## config.mk

```make
export PLATFORM = sky130hd
export DESIGN_NAME = serial_frame_crc16_checker_top
export DESIGN_NICKNAME = d
export VERILOG_FILES = /design/src/hw/rtl/sfc16_pkg.sv /design/src/hw/rtl/serial_frame_crc16_checker_top.sv /design/src/hw/rtl/sfc16_crc_byte.sv /design/src/hw/rtl/sfc16_frame_check.sv
export SDC_FILE = /design/constraint.sdc
export NUM_CORES = 1
export LEC_CHECK = 0
export BUFFER_PORTS_ARGS = -buffer_cell sky130_fd_sc_hd__buf_2
export CORE_MARGIN = 1.5
export CORE_UTILIZATION = 65
export DETAILED_ROUTE_END_ITERATION = 7
export PLACE_DENSITY = 0.86
export SLEW_MARGIN = 20
export SYNTH_ARGS = -nofsm -noshare
export SYNTH_HDL_FRONTEND = slang
export SYNTH_SLANG_ARGS = --single-unit
```

## constraint.sdc

```tcl
create_clock -name clk -period 11.4 [get_ports clk]
set_input_delay 2.28 -clock clk [delete_from_list [all_inputs] [get_ports clk]]
set_output_delay 2.28 -clock clk [all_outputs]
set_load 0.1 [all_outputs]
```

## src/hw/rtl/sfc16_pkg.sv

```systemverilog
`timescale 1ns / 1ps

package sfc16_pkg;

	localparam int unsigned CountW = 9;
	localparam logic [CountW-1:0] CountMax = 9'h1FF;

	localparam logic [15:0] PolyReset = 16'h8408;
	localparam logic [7:0] SyncReset = 8'hFC;
	localparam logic [7:0] MinSizeReset = 8'd5;

	localparam logic [1:0] CfgPoly = 2'd0;
	localparam logic [1:0] CfgSync = 2'd1;
	localparam logic [1:0] CfgMinSize = 2'd2;

	typedef enum logic [2:0] {
		ST_OK = 3'd0,
		ST_TOO_SHORT = 3'd1,
		ST_BAD_SYNC = 3'd2,
		ST_BAD_LENGTH = 3'd3,
		ST_BAD_CRC = 3'd4
	} status_t;

	typedef struct packed {
		logic [2:0] status;
		logic [CountW-1:0] size;
		logic [15:0] computed_crc;
		logic [15:0] received_crc;
	} frame_result_t;

endpackage

```

## src/hw/rtl/serial_frame_crc16_checker_top.sv

```systemverilog
// Channel  | Direction | Handshake            | Payload
// input    | in        | in_valid / in_stall  | rx_byte, end_of_frame
// result   | out       | out_valid / out_stall| frame_status, frame_size, computed_crc,
//          |           |                      | received_crc
// config   | in        | cfg_valid / cfg_ready| cfg_index, cfg_data
//
// One byte is taken every cycle unless in_stall is raised. A byte waits in the input register,
// and the frame state and the result register are updated when it advances, so a result is
// offered from the result register once the final byte has advanced out of the input register.
// The CRC update of the frame state has eight steps.
// Reset clears the frame state and loads the register defaults.
// A stalled result holds only bytes that end a frame; other bytes keep flowing.
`timescale 1ns / 1ps

module serial_frame_crc16_checker_top (
	input  logic        clk,
	input  logic        arst_n,
	input  logic [7:0]  rx_byte,
	input  logic        end_of_frame,
	input  logic        in_valid,
	output logic        in_stall,
	output logic [2:0]  frame_status,
	output logic [8:0]  frame_size,
	output logic [15:0] computed_crc,
	output logic [15:0] received_crc,
	output logic        out_valid,
	input  logic        out_stall,
	input  logic        cfg_valid,
	output logic        cfg_ready,
	input  logic [1:0]  cfg_index,
	input  logic [15:0] cfg_data
);

	logic [15:0] poly_q;
	logic [7:0] sync_q;
	logic [7:0] min_size_q;

	logic valid_s1;
	logic [7:0] byte_s1;
	logic last_s1;
	logic advance;
	logic accept;
	logic out_valid_q;
	sfc16_pkg::frame_result_t result;
	sfc16_pkg::frame_result_t result_q;

	assign cfg_ready = 1'b1;

	always_ff @(posedge clk or negedge arst_n) begin
		if (!arst_n) begin
			poly_q <= sfc16_pkg::PolyReset;
			sync_q <= sfc16_pkg::SyncReset;
			min_size_q <= sfc16_pkg::MinSizeReset;
		end else if (cfg_valid && cfg_ready) begin
			unique case (cfg_index)
				sfc16_pkg::CfgPoly: poly_q <= cfg_data;
				sfc16_pkg::CfgSync: sync_q <= cfg_data[7:0];
				sfc16_pkg::CfgMinSize: min_size_q <= cfg_data[7:0];
				default: begin
				end
			endcase
		end
	end

	assign advance = valid_s1 && (!last_s1 || !out_valid_q || !out_stall);
	assign in_stall = valid_s1 && !advance;
	assign accept = in_valid && !in_stall;

	always_ff @(posedge clk or negedge arst_n) begin
		if (!arst_n) begin
			valid_s1 <= 1'b0;
		end else if (accept) begin
			valid_s1 <= 1'b1;
		end else if (advance) begin
			valid_s1 <= 1'b0;
		end
	end

	always_ff @(posedge clk) begin
		if (accept) begin
			byte_s1 <= rx_byte;
			last_s1 <= end_of_frame;
		end
	end

	sfc16_frame_check u_check (
		.clk       (clk),
		.arst_n    (arst_n),
		.advance   (advance),
		.data      (byte_s1),
		.last      (last_s1),
		.poly      (poly_q),
		.sync_value(sync_q),
		.min_size  (min_size_q),
		.result    (result)
	);

	always_ff @(posedge clk or negedge arst_n) begin
		if (!arst_n) begin
			out_valid_q <= 1'b0;
		end else if (advance && last_s1) begin
			out_valid_q <= 1'b1;
		end else if (!out_stall) begin
			out_valid_q <= 1'b0;
		end
	end

	always_ff @(posedge clk) begin
		if (advance && last_s1) begin
			result_q <= result;
		end
	end

	assign out_valid = out_valid_q;
	assign frame_status = result_q.status;
	assign frame_size = result_q.size;
	assign computed_crc = result_q.computed_crc;
	assign received_crc = result_q.received_crc;

endmodule

```

## src/hw/rtl/sfc16_crc_byte.sv

```systemverilog
`timescale 1ns / 1ps

module sfc16_crc_byte (
	input  logic [15:0] crc_in,
	input  logic [7:0]  data,
	input  logic [15:0] poly,
	output logic [15:0] crc_out
);

	always_comb begin
		logic [15:0] c;
		c = crc_in ^ {8'h00, data};
		for (int k = 0; k < 8; k++) begin
			if (c[0]) begin
				c = (c >> 1) ^ poly;
			end else begin
				c = c >> 1;
			end
		end
		crc_out = c;
	end

endmodule

```

## src/hw/rtl/sfc16_frame_check.sv

```systemverilog
`timescale 1ns / 1ps

module sfc16_frame_check (
	input  logic                     clk,
	input  logic                     arst_n,
	input  logic                     advance,
	input  logic [7:0]               data,
	input  logic                     last,
	input  logic [15:0]              poly,
	input  logic [7:0]               sync_value,
	input  logic [7:0]               min_size,
	output sfc16_pkg::frame_result_t result
);

	logic [sfc16_pkg::CountW-1:0] count_q;
	logic [sfc16_pkg::CountW-1:0] count_next;
	logic [15:0] crc_q;
	logic [15:0] crc_absorbed;
	logic [15:0] crc_next;
	logic [7:0] delay0_q;
	logic [7:0] delay1_q;
	logic [7:0] sync_q;
	logic [7:0] length_q;
	logic [7:0] sync_next;
	logic [7:0] length_next;
	logic [15:0] rx_crc;

	sfc16_crc_byte u_crc (
		.crc_in (crc_q),
		.data   (delay1_q),
		.poly   (poly),
		.crc_out(crc_absorbed)
	);

	assign count_next = (count_q == sfc16_pkg::CountMax) ? count_q
		: count_q + sfc16_pkg::CountW'(1);
	assign crc_next = (count_q >= sfc16_pkg::CountW'(2)) ? crc_absorbed : crc_q;
	assign sync_next = (count_q == '0) ? data : sync_q;
	assign length_next = (count_q == sfc16_pkg::CountW'(1)) ? data : length_q;
	assign rx_crc = {data, delay0_q};

	always_comb begin
		if (count_next < {1'b0, min_size}) begin
			result.status = sfc16_pkg::ST_TOO_SHORT;
		end else if (sync_next != sync_value) begin
			result.status = sfc16_pkg::ST_BAD_SYNC;
		end else if ({1'b0, length_next} != count_next) begin
			result.status = sfc16_pkg::ST_BAD_LENGTH;
		end else if (rx_crc != crc_next) begin
			result.status = sfc16_pkg::ST_BAD_CRC;
		end else begin
			result.status = sfc16_pkg::ST_OK;
		end
		result.size = count_next;
		result.computed_crc = crc_next;
		result.received_crc = rx_crc;
	end

	always_ff @(posedge clk or negedge arst_n) begin
		if (!arst_n) begin
			count_q <= '0;
			crc_q <= '0;
			delay0_q <= '0;
			delay1_q <= '0;
			sync_q <= '0;
			length_q <= '0;
		end else if (advance) begin
			if (last) begin
				count_q <= '0;
				crc_q <= '0;
				delay0_q <= '0;
				delay1_q <= '0;
				sync_q <= '0;
				length_q <= '0;
			end else begin
				count_q <= count_next;
				crc_q <= crc_next;
				delay0_q <= data;
				delay1_q <= delay0_q;
				sync_q <= sync_next;
				length_q <= length_next;
			end
		end
	end

endmodule

```

---- Word-level counts from Yosys, hierarchy flattened ----
Cells that the tools add are included.
Widths: inputs -> output; s select.
operators by class
  mux-type cells .......................... 25
  bitwise operators ....................... 9
  equality and inequality tests ........... 8
  order comparisons ....................... 2
  add/sub/neg operators ................... 1
  reductions and logical operators ........ 18
operators with widths
  operator             number
  $mux 16              10
  $xor 15x16->16       8
  $mux 8               6
  $mux 9               2
  $ne 16x16->1         1
  $xor 16x8->16        1
  $add 9x1->9 const B  1
  $eq 9x1->1 const B   1
  $eq 9x9->1 const B   1
  $ge 9x2->1 const B   1
  $logic_not 9->1      1
  $lt 9x8->1           1
  $ne 8x9->1           1
  $ne 8x8->1           1
  $reduce_and 2->1     3
  $logic_not 1->1      5
  $logic_and 1x1->1    4
  $mux 1               4
  $mux 2               2
  $mux 3               1
  $reduce_or 3->1      1
  $eq 2x1->1 const B   1
  $eq 2x2->1 const B   1
  $logic_not 2->1      1
  3 further kinds      4
word-level totals
  flip-flop bits (word level) ............. 144
  input bits .............................. 32
  word-level logic and storage cells ...... 81
  output and inout port bits .............. 47

---- Depth between registers and ports, before layout ----
  depth after elaboration ................. 22
  depth in mapped cells ................... 22
  mapped depth without buffers ............ 19

---- By module ----
From an unflattened synthesis, not the netlist that was laid out.
second synthesis, totals
  cells, all modules ...................... 877
  area total of the unflattened synthesis .. 9090.0 um2
modules (own cells, without submodules)
  module                          cells an instance  instances  seq. area each (um2)  area each (um2)
  sfc16_frame_check               391                1          1426.4                3719.8
  serial_frame_crc16_checker_top  135                1          2456.1                2921.6
  sfc16_crc_byte                  351                1          0.0                   2448.6

---- Worst setup path before layout ----
No wires, ideal clock.
  kind .................................... input to output
  start ................................... input out_stall
  end ..................................... output in_stall
  cell stages on the path ................. 2
  path buffers ............................ 0
  data required time ...................... 9.120 ns
  slack ................................... 6.071 ns
  data arrival time ....................... 3.049 ns
  cell sequence ........................... nand4_1 -> inv_1
on the way
  word-level cells in the longest chain between the ends .. 5
RTL lines
  item                RTL line                              RTL
  start: declaration  serial_frame_crc16_checker_top.sv:27  input logic out_stall,
  $logic_not 1->1     -
  $logic_or 1x1->1    serial_frame_crc16_checker_top.sv:65  assign advance = valid_s1 && (!last_s1 || !out_valid_q || !out_stall);
  $logic_and 1x1->1   serial_frame_crc16_checker_top.sv:65
  $logic_not 1->1     serial_frame_crc16_checker_top.sv:66  assign in_stall = valid_s1 && !advance;
  $logic_and 1x1->1   serial_frame_crc16_checker_top.sv:66
  end: declaration    serial_frame_crc16_checker_top.sv:21  output logic in_stall,
No other way between the ends.

==> flow_metrics.py <==
metrics = {
    "outcome": {
        "status": "finished, final reports clean",
    },
    "synth": {
        "synth_simple_gate_area_share": 0.1695,
        "synth_edf_count": 53,
        "yosys.area.top_type_share": 0.2052,
        "synth_top_area_cell": "dfrtp_1",
        "synthDistinctLibCells": 87,
        "synth-seq-cells": 144,
        "synth-compound-area-share": 0.1693,
        "synth_fp_nets": 1095,
        "syn_area_mm2": 0.009757,
        "dominantRegCellSynth": "dfrtp_1",
        "async_reset_ff_frac": 0.6319,
        "postSynthCellCount": 1052,
        "muxShareOfSynthArea": 0.06002,
        "synth_xor_area_frac": 0.1466,
        "syn_area_per_cell_um2": 9.275,
        "yosysWarnings": 0,
        "synthAdderAreaFrac": 0.01411,
        "synth_top_family_by_area": "simple AND/OR/NAND/NOR gates",
        "ys_top_cells_by_area": "dfrtp_1 21%, edfxtp_1 16%, xnor2_1 9.3%",
        "ys_seq_area_frac": 0.3979,
    },
    "worst_setup_path": {
        "arrival_ns": 6.35,
        "startpoint_type": "flop",
        "cp_num_buf_inv": 2,
        "max_stage_delay_ns": 0.80,
        "endpoint_kind": "flop",
        "cpMaxStageDelayCell": "or3_1",
        "path_cells": "buf_4 -> inv_1 -> nor2_1 -> a22oi_1 -> a21o_1 -> nand2_1 -> a2111oi_1 -> nor4_1 -> or3_1 -> mux2_4 -> a32oi_4 -> nand2_1 -> xnor2_1 -> o21ai_1 -> xor2_1 -> nor4_1 -> a41oi_1",
        "crit_family": "simple AND/OR/NAND/NOR gates",
        "path_max_fanout": 54,
        "crit_type": "reg -> reg",
        "worstPathRequired_ns": 11.55,
    },
    "placement": {
        "port_buffers": 77,
        "gp_congestion": 0.9546,
        "placed_cells": 1254,
        "placed_area_mm2": 0.01018,
        "pre_cts_ws_ns": 5.410,
        "dp_hpwl_mm": 17.84,
    },
    "floorplanning": {
        "start_util": 0.6688,
        "dieArea_mm2": 0.01575,
        "rows": 44,
        "io_pins": 79,
        "design.core.area_mm2": 0.01459,
        "dieWidth_um": 125.5,
        "die_h_um": 125.5,
    },
    "clock_network": {
        "cts_buffers": 17,
        "clock_sinks": 144,
        "cts-resized-gates": 0,
        "clock_path_buffers": 2,
        "cts_root_buf": "clkbuf_16",
        "post-cts-setup-buffers": 0,
        "htree_levels": 4,
        "hold_buffers": 0,
        "cts.clk_slew.worst_paths_ns": 0.06,
        "clk_latency_ns": 0.43,
        "cts_tree": "done",
    },
    "sta": {
        "fin_crit_ns": 6.197,
        "post-route-period-util": 0.5436,
        "fin_tns_setup_ns": 0,
        "hold_viol": 0,
        "worstMarginPinSlew_ns": 0.9893,
        "setup_violations": 0,
        "fin_ws_ns": 5.203,
        "rsz0062_at_grt": "no",
        "holdWs_ns": 0.4928,
        "fmax_ghz": 0.1614,
        "relSlewSlack": 0.3369,
        "report.final.slew_viol_count": 0,
        "finClkSkew_ns": 0.008980,
    },
    "min_path": {
        "hold_path_class": "reg -> reg",
    },
    "cells_and_area": {
        "area_growth_pct": 11.03,
        "stdcell_area_mm2": 0.01083,
        "layout-drive-gt1-share": 0.1768,
        "antennaDiodeCount": 0,
        "nets": 1133,
        "instances_no_fill": 1287,
        "layout_common_cells": "185 x nand2_1, 104 x xnor2_1, 80 x dfrtp_1",
        "final_common_cell": "nand2_1",
        "final_core_util": 0.7425,
    },
    "detailed_routing": {
        "drtPass1Iterations": 6,
        "via_per_inst": 6.548,
        "finalWirelength_mm": 26.66,
        "drc": 0,
        "wl_per_cell_um": 20.72,
        "initialDrtViolationCount": 910,
        "ant_nets": 0,
        "vias": 8427,
    },
    "global_route": {
        "grt_pass1_vias": 7941,
        "grt_pass1_wl_mm": 42.52,
        "grt_max_degree": 77,
        "antenna_found_initial": 0,
        "grt_usage": 0.3444,
        "grt_overflow": 0,
    },
    "run": {
        "cap_viol_max_count": 0,
    },
    "power": {
        "peakVddDrop_mv": 0.1877,
        "p_leak_nw": 4.512,
        "power-per-cell-area_mw_per_mm2": 363.7,
        "power_mw": 3.940,
    },
}
## path summary, 6_finish.rpt
kind	startpoint	endpoint	slack, ns	depth (start not counted)
max in group asynchronous	arst_n	u_check.crc_q[7]	8.77	3
worst max register to register	poly_q[0]	frame_status[2]	5.20	17
worst max-delay path	poly_q[0]	frame_status[2]	5.20	17
worst min-delay path	u_check.sync_q[0]	u_check.sync_q[0]	0.49	2
worst min register to register	u_check.sync_q[0]	u_check.sync_q[0]	0.49	2
min in group asynchronous	arst_n	poly_q[14]	1.70	1
## per-layer routing
layer	up-vias	wire length (um)	GRT usage
met1	4012	10710	0.4584
li1	3823	-	-
met4	0	1246	0.1731
met3	114	2159	0.06376
met5	-	0	0
met2	478	12550	0.5428
## kinds of logic (layout without fill, tap and decap cells)
group,Yosys count,in the layout
simple gates,359,359
compound gates,235,235
xor+xnor,148,148
flops,144,144
buf+inv,100,151
mux,54,54
fa+ha+maj,11,11
other cells,1,1
## power by group
group,total [mW],internal [mW],switching [mW]
Clock,0.580,0.363,0.216
Sequential,0.800,0.675,0.124
Combinational,2.56,0.968,1.59
## synth_stat cells, types with 7 or more instances
library cell  number
dfstp_2           11
nand2b_1           7
xor2_1            33
nor4_1             8
o31ai_1            8
a32oi_1            8
nor2_1            40
nand2_1          186
xnor2_1          104
a22oi_1           17
nand3_1           41
a211oi_1          11
a21oi_1           25
inv_1             28
o211ai_1           9
o21ai_1            8
edfxtp_1          53
clkbuf_1          51
dfrtp_1           80
mux2i_1           24
nand4_1           13
o21ai_0           70
and2_1             8
nor3_1            16
mux2_2            28
ha_1              11
buf_2             10
a22o_1            16
## state kept, by name (all words and copies together) (netlist names), 3 cells and up
name	cells
u_check.crc_q	16
computed_crc	16
u_check.count_q	9
byte_s1	8
poly_q	16
frame_status	3
u_check.sync_q	8
frame_size	9
min_size_q	8
u_check.length_q	8
u_check.delay1_q	8
received_crc	16
sync_q	8
u_check.delay0_q	8
## final cells by class
class,count,area (um^2)
Fill cell,967,3756
Clock buffer,26,563.0
Multi-Input combinational cell,808,5483
Sequential cell,144,3882
Clock inverter,6,63.81
Tap cell,184,230.2
Inverter,30,112.6
Timing Repair Buffer,89,498.0
## tightest hold or removal path: cells and delay by family, from the launching register on
kind,cells,cell delay [ns]
flops,1,0.34
compound gates,1,0.06
simple gates,1,0.05
Power figures use the tool's default switching activity.
